$ cat config.mk
export PLATFORM = sky130hd
export DESIGN_NAME = seven_segment_number_formatter_top
export DESIGN_NICKNAME = d
export VERILOG_FILES = /design/src/rtl/ssnf_pkg.sv /design/src/rtl/seven_segment_number_formatter_top.sv /design/src/rtl/ssnf_ctrl.sv /design/src/rtl/ssnf_dp.sv
export SDC_FILE = /design/constraint.sdc
export NUM_CORES = 2
export LEC_CHECK = 0
export BUFFER_PORTS_ARGS = -buffer_cell sky130_fd_sc_hd__buf_2
export CORE_MARGIN = 2
export CORE_UTILIZATION = 40
export DETAILED_ROUTE_END_ITERATION = 10
export SYNTH_ARGS = -nofsm -noshare
export SYNTH_HDL_FRONTEND = slang
export SYNTH_HIERARCHICAL = 1
export SYNTH_SLANG_ARGS = --single-unit
$ cat constraint.sdc
create_clock -name clk -period 9.3 [get_ports clk]
set_input_delay 1.86 -clock clk [delete_from_list [all_inputs] [get_ports clk]]
set_output_delay 1.86 -clock clk [all_outputs]
set_load 0.05 [all_outputs]
$ cat src/rtl/ssnf_pkg.sv
// shared constants, types and the power-of-ten table for the number formatter
// no dependencies
package ssnf_pkg;

	localparam int MAX_DIGITS    = 8;
	localparam int FRACTION_BITS = 20;

	localparam int VALUE_W   = 48;
	localparam int PREC_W    = 4;
	localparam int INT_W     = VALUE_W - FRACTION_BITS;
	localparam int POW_W     = 24;
	localparam int NUM_W     = INT_W + POW_W;
	localparam int FPROD_W   = FRACTION_BITS + POW_W;
	localparam int STEP_BITS = 4;
	localparam int CONV_STEPS = (NUM_W + STEP_BITS - 1) / STEP_BITS;
	localparam int CONV_PAD  = CONV_STEPS * STEP_BITS;
	localparam int STEP_CNT_W = $clog2(CONV_STEPS);
	localparam int BCD_W     = 4 * MAX_DIGITS;
	localparam int IDX_W     = $clog2(MAX_DIGITS);
	localparam int EPREC_W   = 3;
	localparam int ADDR_W    = 4;
	localparam int CODE_W    = 8;
	localparam int CNT_W     = 4;

	localparam int IN_DATA_W  = 56;
	localparam int OUT_DATA_W = 16;

	localparam logic [3:0]         CODE_MINUS    = 4'hA;
	localparam logic [3:0]         CODE_BLANK    = 4'hF;
	localparam int                 POINT_BIT     = 7;
	localparam logic [CNT_W-1:0]   DEFAULT_COUNT = 4'd4;
	localparam logic [CNT_W-1:0]   MIN_COUNT     = 4'd4;
	localparam logic [PREC_W-1:0]  NEG_PREC_MAX  = 4'd6;
	localparam logic [PREC_W-1:0]  POS_PREC_MAX  = 4'd7;

	typedef struct packed {
		logic load;
		logic mult;
		logic sum;
		logic step;
		logic emit;
	} ssnf_cmd_t;

	typedef struct packed {
		logic out_free;
		logic last_digit;
	} ssnf_sts_t;

	function automatic logic [POW_W-1:0] pow10(input logic [EPREC_W-1:0] p);
		logic [POW_W-1:0] r;
		case (p)
			3'd0: r = 24'd1;
			3'd1: r = 24'd10;
			3'd2: r = 24'd100;
			3'd3: r = 24'd1000;
			3'd4: r = 24'd10000;
			3'd5: r = 24'd100000;
			3'd6: r = 24'd1000000;
			3'd7: r = 24'd10000000;
			default: r = 24'd1;
		endcase
		return r;
	endfunction

endpackage

$ cat src/rtl/seven_segment_number_formatter_top.sv
// a number is taken while idle, then scaled, summed, bcd converted and written out as digit words
// one digit word per cycle while the output register has room; no new number is taken until
// the last digit word is emitted; the bcd conversion runs 13 steps at 4 bits per cycle
// the last digit word may wait in the output register while the next number is taken
// reset (arst_n low, asynchronous): idle, no word pending, digit_count back to 4
module seven_segment_number_formatter_top (
	input  logic                            clk,
	input  logic                            arst_n,
	input  logic                            s_axis_tvalid,
	output logic                            s_axis_tready,
	input  logic [ssnf_pkg::IN_DATA_W-1:0]  s_axis_tdata,  // value[47:0], precision[51:48]
	output logic                            m_axis_tvalid,
	input  logic                            m_axis_tready,
	output logic [ssnf_pkg::OUT_DATA_W-1:0] m_axis_tdata,  // digit_address[3:0], digit_code[11:4]
	output logic                            m_axis_tlast,
	input  logic                            cfg_we,
	input  logic [ssnf_pkg::CNT_W-1:0]      cfg_wdata      // digit_count
);
	import ssnf_pkg::*;

	ssnf_cmd_t cmd;
	ssnf_sts_t sts;

	ssnf_ctrl u_ctrl (
		.clk      (clk),
		.arst_n   (arst_n),
		.in_valid (s_axis_tvalid),
		.in_ready (s_axis_tready),
		.sts      (sts),
		.cmd      (cmd)
	);

	ssnf_dp u_dp (
		.clk       (clk),
		.arst_n    (arst_n),
		.in_data   (s_axis_tdata),
		.cfg_we    (cfg_we),
		.cfg_wdata (cfg_wdata),
		.cmd       (cmd),
		.sts       (sts),
		.out_valid (m_axis_tvalid),
		.out_ready (m_axis_tready),
		.out_data  (m_axis_tdata),
		.out_last  (m_axis_tlast)
	);

endmodule

$ cat src/rtl/ssnf_ctrl.sv
// sequencer for the number formatter: load, scale, sum, bcd conversion, digit writes
// depends on ssnf_pkg
module ssnf_ctrl (
	input  logic               clk,
	input  logic               arst_n,
	input  logic               in_valid,
	output logic               in_ready,
	input  ssnf_pkg::ssnf_sts_t sts,
	output ssnf_pkg::ssnf_cmd_t cmd
);
	import ssnf_pkg::*;

	localparam logic [2:0] ST_IDLE = 3'd0;
	localparam logic [2:0] ST_MULT = 3'd1;
	localparam logic [2:0] ST_SUM  = 3'd2;
	localparam logic [2:0] ST_CONV = 3'd3;
	localparam logic [2:0] ST_EMIT = 3'd4;

	logic [2:0]            state_q, state_n;
	logic [STEP_CNT_W-1:0] step_q, step_n;

	always_comb begin
		state_n  = state_q;
		step_n   = step_q;
		cmd      = '0;
		in_ready = 1'b0;
		case (state_q)
			ST_IDLE: begin
				in_ready = 1'b1;
				if (in_valid) begin
					cmd.load = 1'b1;
					state_n  = ST_MULT;
				end
			end
			ST_MULT: begin
				cmd.mult = 1'b1;
				state_n  = ST_SUM;
			end
			ST_SUM: begin
				cmd.sum = 1'b1;
				step_n  = '0;
				state_n = ST_CONV;
			end
			ST_CONV: begin
				cmd.step = 1'b1;
				if (step_q == STEP_CNT_W'(CONV_STEPS - 1)) begin
					state_n = ST_EMIT;
				end else begin
					step_n = step_q + STEP_CNT_W'(1);
				end
			end
			ST_EMIT: begin
				// one digit word per cycle while the output register has room
				if (sts.out_free) begin
					cmd.emit = 1'b1;
					if (sts.last_digit) begin
						state_n = ST_IDLE;
					end
				end
			end
			default: begin
				state_n = ST_IDLE;
			end
		endcase
	end

	always_ff @(posedge clk or negedge arst_n) begin
		if (!arst_n) begin
			state_q <= ST_IDLE;
			step_q  <= '0;
		end else begin
			state_q <= state_n;
			step_q  <= step_n;
		end
	end

endmodule

$ cat src/rtl/ssnf_dp.sv
// datapath: magnitude, power-of-ten scaling, 4-bit-per-cycle double dabble,
// digit coding with blanking and output register; depends on ssnf_pkg
module ssnf_dp (
	input  logic                              clk,
	input  logic                              arst_n,
	input  logic [ssnf_pkg::IN_DATA_W-1:0]    in_data,
	input  logic                              cfg_we,
	input  logic [ssnf_pkg::CNT_W-1:0]        cfg_wdata,
	input  ssnf_pkg::ssnf_cmd_t               cmd,
	output ssnf_pkg::ssnf_sts_t               sts,
	output logic                              out_valid,
	input  logic                              out_ready,
	output logic [ssnf_pkg::OUT_DATA_W-1:0]   out_data,
	output logic                              out_last
);
	import ssnf_pkg::*;

	logic [CNT_W-1:0]   count_q;
	logic [INT_W-1:0]   ipart_q;
	logic [FRACTION_BITS-1:0] fpart_q;
	logic [EPREC_W-1:0] prec_q;
	logic               neg_q;
	logic [NUM_W-1:0]   prod_i_q;
	logic [FPROD_W-1:0] prod_f_q;
	logic [CONV_PAD-1:0] num_q, num_n;
	logic [BCD_W-1:0]   bcd_q, bcd_n;
	logic               ovf_q, ovf_n;
	logic [IDX_W-1:0]   idx_q;
	logic               minus_done_q;
	logic               out_valid_q;
	logic [ADDR_W-1:0]  addr_q;
	logic [CODE_W-1:0]  code_q;
	logic               last_q;

	logic [VALUE_W-1:0] in_value;
	logic [PREC_W-1:0]  in_prec;
	logic               in_neg;
	logic [VALUE_W-1:0] in_mag;
	logic [EPREC_W-1:0] in_eprec;
	logic [POW_W-1:0]   pow_sel;
	logic [ADDR_W-1:0]  cur_addr;
	logic               zero_above;
	logic               blank;
	logic [3:0]         nib;
	logic [CODE_W-1:0]  cur_code;
	logic               out_free;

	assign in_value = in_data[VALUE_W-1:0];
	assign in_prec  = in_data[VALUE_W +: PREC_W];
	assign in_neg   = in_value[VALUE_W-1];
	assign in_mag   = in_neg ? (~in_value + VALUE_W'(1)) : in_value;

	always_comb begin
		if (in_neg && (in_prec > NEG_PREC_MAX)) begin
			in_eprec = EPREC_W'(NEG_PREC_MAX);
		end else if (in_prec > POS_PREC_MAX) begin
			in_eprec = '0;
		end else begin
			in_eprec = in_prec[EPREC_W-1:0];
		end
	end

	assign pow_sel = pow10(prec_q);

	// double dabble, STEP_BITS bits of the scaled number per cycle
	always_comb begin
		bcd_n = bcd_q;
		ovf_n = ovf_q;
		num_n = num_q;
		for (int j = 0; j < STEP_BITS; j++) begin
			for (int k = 0; k < MAX_DIGITS; k++) begin
				if (bcd_n[4*k +: 4] >= 4'd5) begin
					bcd_n[4*k +: 4] = bcd_n[4*k +: 4] + 4'd3;
				end
			end
			// a carry out of the top digit means more digits than the display holds
			ovf_n = ovf_n | bcd_n[BCD_W-1];
			bcd_n = {bcd_n[BCD_W-2:0], num_n[CONV_PAD-1]};
			num_n = {num_n[CONV_PAD-2:0], 1'b0};
		end
	end

	assign cur_addr   = ADDR_W'(idx_q) + ADDR_W'(1);
	assign zero_above = !ovf_q && ((bcd_q >> {idx_q, 2'b00}) == '0);
	assign blank      = zero_above && (idx_q > prec_q);
	assign nib        = bcd_q[{idx_q, 2'b00} +: 4];

	always_comb begin
		cur_code = {{(CODE_W-4){1'b0}}, nib};
		if (blank) begin
			cur_code[3:0] = (neg_q && !minus_done_q) ? CODE_MINUS : CODE_BLANK;
		end
		if ((idx_q == prec_q) && (prec_q != '0)) begin
			cur_code[POINT_BIT] = 1'b1;
		end
	end

	assign out_free       = !out_valid_q || out_ready;
	assign sts.out_free   = out_free;
	assign sts.last_digit = (cur_addr == count_q);

	always_ff @(posedge clk or negedge arst_n) begin
		if (!arst_n) begin
			count_q <= DEFAULT_COUNT;
		end else if (cfg_we) begin
			if ((cfg_wdata >= MIN_COUNT) && (cfg_wdata <= CNT_W'(MAX_DIGITS))) begin
				count_q <= cfg_wdata;
			end else begin
				count_q <= DEFAULT_COUNT;
			end
		end
	end

	always_ff @(posedge clk or negedge arst_n) begin
		if (!arst_n) begin
			idx_q        <= '0;
			minus_done_q <= 1'b0;
			out_valid_q  <= 1'b0;
		end else begin
			if (cmd.load) begin
				idx_q        <= '0;
				minus_done_q <= 1'b0;
			end else if (cmd.emit) begin
				idx_q <= idx_q + IDX_W'(1);
				if (blank) begin
					minus_done_q <= 1'b1;
				end
			end
			if (cmd.emit) begin
				out_valid_q <= 1'b1;
			end else if (out_ready) begin
				out_valid_q <= 1'b0;
			end
		end
	end

	always_ff @(posedge clk) begin
		if (cmd.load) begin
			ipart_q <= in_mag[VALUE_W-1:FRACTION_BITS];
			fpart_q <= in_mag[FRACTION_BITS-1:0];
			prec_q  <= in_eprec;
			neg_q   <= in_neg;
		end
		if (cmd.mult) begin
			prod_i_q <= NUM_W'(ipart_q) * NUM_W'(pow_sel);
			prod_f_q <= FPROD_W'(fpart_q) * FPROD_W'(pow_sel);
		end
		if (cmd.sum) begin
			num_q <= CONV_PAD'(prod_i_q + NUM_W'(prod_f_q[FPROD_W-1:FRACTION_BITS]));
			bcd_q <= '0;
			ovf_q <= 1'b0;
		end else if (cmd.step) begin
			num_q <= num_n;
			bcd_q <= bcd_n;
			ovf_q <= ovf_n;
		end
		if (cmd.emit) begin
			addr_q <= cur_addr;
			code_q <= cur_code;
			last_q <= sts.last_digit;
		end
	end

	assign out_valid = out_valid_q;
	assign out_data  = {{(OUT_DATA_W-ADDR_W-CODE_W){1'b0}}, code_q, addr_q};
	assign out_last  = last_q;

endmodule

==> results by group <==
Status
  – Status: complete, no violations

Timing
  – Final Skew: 20.5 ps
  – Final setup viols: 0
  – Hold Slack: 491 ps
  – Worst slew pin tran: 1010 ps
  – Hold Vio Cnt, Final: 0
  – Fmax achieved: 0.113 GHz
  – Final max-slew violation count: 0
  – Max-Slew Margin vs Limit: 32.9%
  – Final Cycle Share: 95.5%
  – Minimum clock period: 8880 ps
  – Post-Route Setup TNS: 0 ps
  – RSZ-0062 raised after global routing: false
  – Fin worst setup slack: 418 ps

Power and ir drop
  – Comb pwr share: 75.4%
  – VDD IR max: 0.413 mV
  – Leak Pwr: 26.0 nW
  – Internal: 6.57 mW
  – Net Switching: 6.07 mW
  – Sw Share: 48.0%
  – Clock share of power: 8.3%
  – Seq pwr share: 16.3%
  – Pwr Density: 247 nW/um^2

Place
  – Dpl hpwl: 100000 um
  – Placed instance count: 6659
  – Post-DP Area: 50200 um^2
  – Dpl ws: 53.9 ps
  – Final Wtd Congestion: 0.910
  – I/O Buffers: 72

Setup path
  – Worst Setup Start Kind: register
  – Max stage delay on crit path: 580 ps
  – Worst endpoint data arrival time: 9230 ps
  – Most numerous cell on the critical path: fa_1
  – Critical Path Sink Type: register
  – Highest fanout seen on the critical path: 35
  – CP Data Required Time: 9650 ps
  – Slowest cell on crit path: fa_1
  – Critical path class: register to register

Cells and area
  – Layout cell share with drive strength beyond 1: 5.26%
  – Fin cells: 6712
  – Commonest non-fill, non-tap cells in the layout: inv_1 (1171), fa_1 (818), ha_1 (505), nand2_1 (396), and2_1 (346)
  – Fin nets: 6465
  – Fillers: 11800
  – Area occupied by multi-input gates: 36100 um^2
  – Post-route cell area: 51100 um^2
  – Synth-to-layout area growth: 6.49%
  – Commonest non-fill, non-tap cell in the layout: inv_1
  – Register area: 6770 um^2

CTS
  – Clock buffer depth: 3
  – Post-CTS setup buffer count: 0
  – CTS clk-pin slew, worst paths: 60 ps
  – CTS Buf Count: 28
  – Clk Tree Root Cell: clkbuf_16
  – CTS sink count: 239
  – CTS H-tree lvls: 1
  – Clk Latency, worst-skew pair: 600 ps
  – TritonCTS clock tree: done

Yosys
  – Yosys top cell by area: fa_1
  – Seq/Total Area, Yosys: 14.1%
  – Yosys top cell area share: 34.1%
  – Syn_area_per_cell: 9.39 um^2
  – Synth warn: 6
  – Top cells by area, synth: fa_1 (34%), ha_1 (13%), edfxtp_1 (12%)
  – Mapped Cells: 5109
  – Synthesized area: 48000 um^2
  – Number of synthesized flops with an enable pin: 190
  – Synth Register Bits: 239
  – Synth unique cells: 88
  – Ys async rst share: 6.69%
  – Top FF cell, synth: edfxtp_1

Drt
  – Initial DRC Count: 2185
  – Number of remaining DRC errors: 0
  – WL per Instance: 18.4 um
  – Via count: 34000
  – DR vias/cell: 5.07
  – WL final: 124000 um
  – Pre-antenna DRT Iters: 5
  – Routed Antenna Nets: 0

Die
  – Chip width: 350 um
  – Initial Util: 40.1%
  – # rows: 127
  – I/O pin cnt: 84
  – Core region area: 119000 um^2
  – Die Area: 123000 um^2
  – Die height: 350 um

GRT
  – Largest net degree at the start of global routing: 73
  – Number of antenna violations at the first check in global routing: 2
  – Overflow after GRT: 0
  – Vias in the first global route: 35700
  – Total GRT Usage: 20.6%
  – Global-route wire length before repair: 198000 um

Min path
  – Worst min path class: register to register

Flow run
  – Max cap viols: 0
[stage by stage]
stage               total power [mW]  util (%)
detailed placement              11.6      42.0
finish                          12.6      42.8
floorplan                       9.57         -
global placement                11.4      42.0
CTS                             12.7      42.7
global route                    14.1      42.7
[worst max-delay path, delay by kind of cell, from the launching register on]
family          cells  cell delay (ps)
compound gates      5             1200
simple gates        7             1430
buf+inv             7             1240
flops               1              550
fa+ha+maj           9             4180
[Yosys cell counts, drive strengths merged, types with 26 or more instances]
library cell	n
dfxtp	33
nor2	170
mux2	37
a211oi	47
fa	818
o21ai	103
clkbuf	188
xnor2	153
inv	1171
nor2b	34
nor3	26
and2	349
a21o	44
a21oi	185
mux2i	49
edfxtp	190
and3	172
xor2	48
ha	505
nand3	38
nand2	396
nand2b	51
[flip-flops by register name, indices dropped and copies added, names as in the netlist, 3 cells and up]
register and flops:
u_dp/num_q 52, u_dp/prod_i_q 52, u_dp/bcd_q 32, u_dp/ipart_q 28
u_dp/prod_f_q 24, u_dp/fpart_q 20, u_dp/code_q 5, u_ctrl/step_q 4
u_dp/addr_q 4, u_dp/count_q 4, u_ctrl/state_q 3, u_dp/idx_q 3
u_dp/prec_q 3
[kinds of logic (layout without fill, tap and decap cells)]
kind of cell / Yosys count / after routing / share of synthesized area [%]
muxes: 94 / 94 / 2.27
and+or+nand+nor: 1325 / 1325 / 14.4
other: 1 / 9 / 0.00782
AOI/OAI and AO/OA: 549 / 549 / 7.36
adders and majority gates: 1323 / 1323 / 47.3
buffers and inverters: 1377 / 1360 / 10.9
DFF: 239 / 239 / 14.1
xor gates and xnor gates: 201 / 201 / 3.67
[per-layer routing]
metal,vias up,share of wire [%],global-route usage [%]
met3,168,7.5,4.20
met1,16900,45,28.3
met5,-,0,0
met4,0,2.9,5.41
met2,1013,45,33.2
li1,15900,-,-
[power groups by stage]
stage          Combinational (mW)  Sequential [mW]  Clock [mW]
2_1_floorplan                7.63             1.95           0
3_3_place_gp                 9.28             2.08           0
3_5_place_dp                 9.49             2.08           0
4_1_cts                      9.57             2.06        1.08
5_1_grt                      10.8             2.10        1.12
6_report                     9.54             2.06        1.04
[area by class of cell]
class,instances,share of cell area (%)
Inverter,1173,8.62
Clock inverter,16,0.267
Clock buffer,35,1.42
Antenna cell,2,0.00980
Timing Repair Buffer,136,1.82
Multi-Input combinational cell,3499,70.7
Tap cell,1612,3.95
Sequential cell,239,13.2
[final timing paths]
kind / slack (ps) / startpoint / depth (start not counted) / end
max: 420 / u_dp/prec_q[0]$_SDFFCE_PP0P_ / 28 / u_dp/prod_i_q[50]$_DFFE_PP_
min in group asynchronous: 1170 / arst_n / 1 / u_dp/count_q[1]$_DFFE_PN0P_
max in group asynchronous: 7810 / arst_n / 1 / u_dp/count_q[2]$_DFFE_PN1P_
min: 490 / u_dp/num_q[48]$_DFFE_PP_ / 2 / u_dp/bcd_q[0]$_SDFFE_PP0P_
min reg2reg: 490 / u_dp/num_q[48]$_DFFE_PP_ / 2 / u_dp/bcd_q[0]$_SDFFE_PP0P_
max reg2reg: 420 / u_dp/prec_q[0]$_SDFFCE_PP0P_ / 28 / u_dp/prod_i_q[50]$_DFFE_PP_
[what timing repair did]
item,CTS,global route
hold buffers,0,0
resized for setup,0,7
setup endpoints to repair,0,12
(Power assumes the default switching activity.)
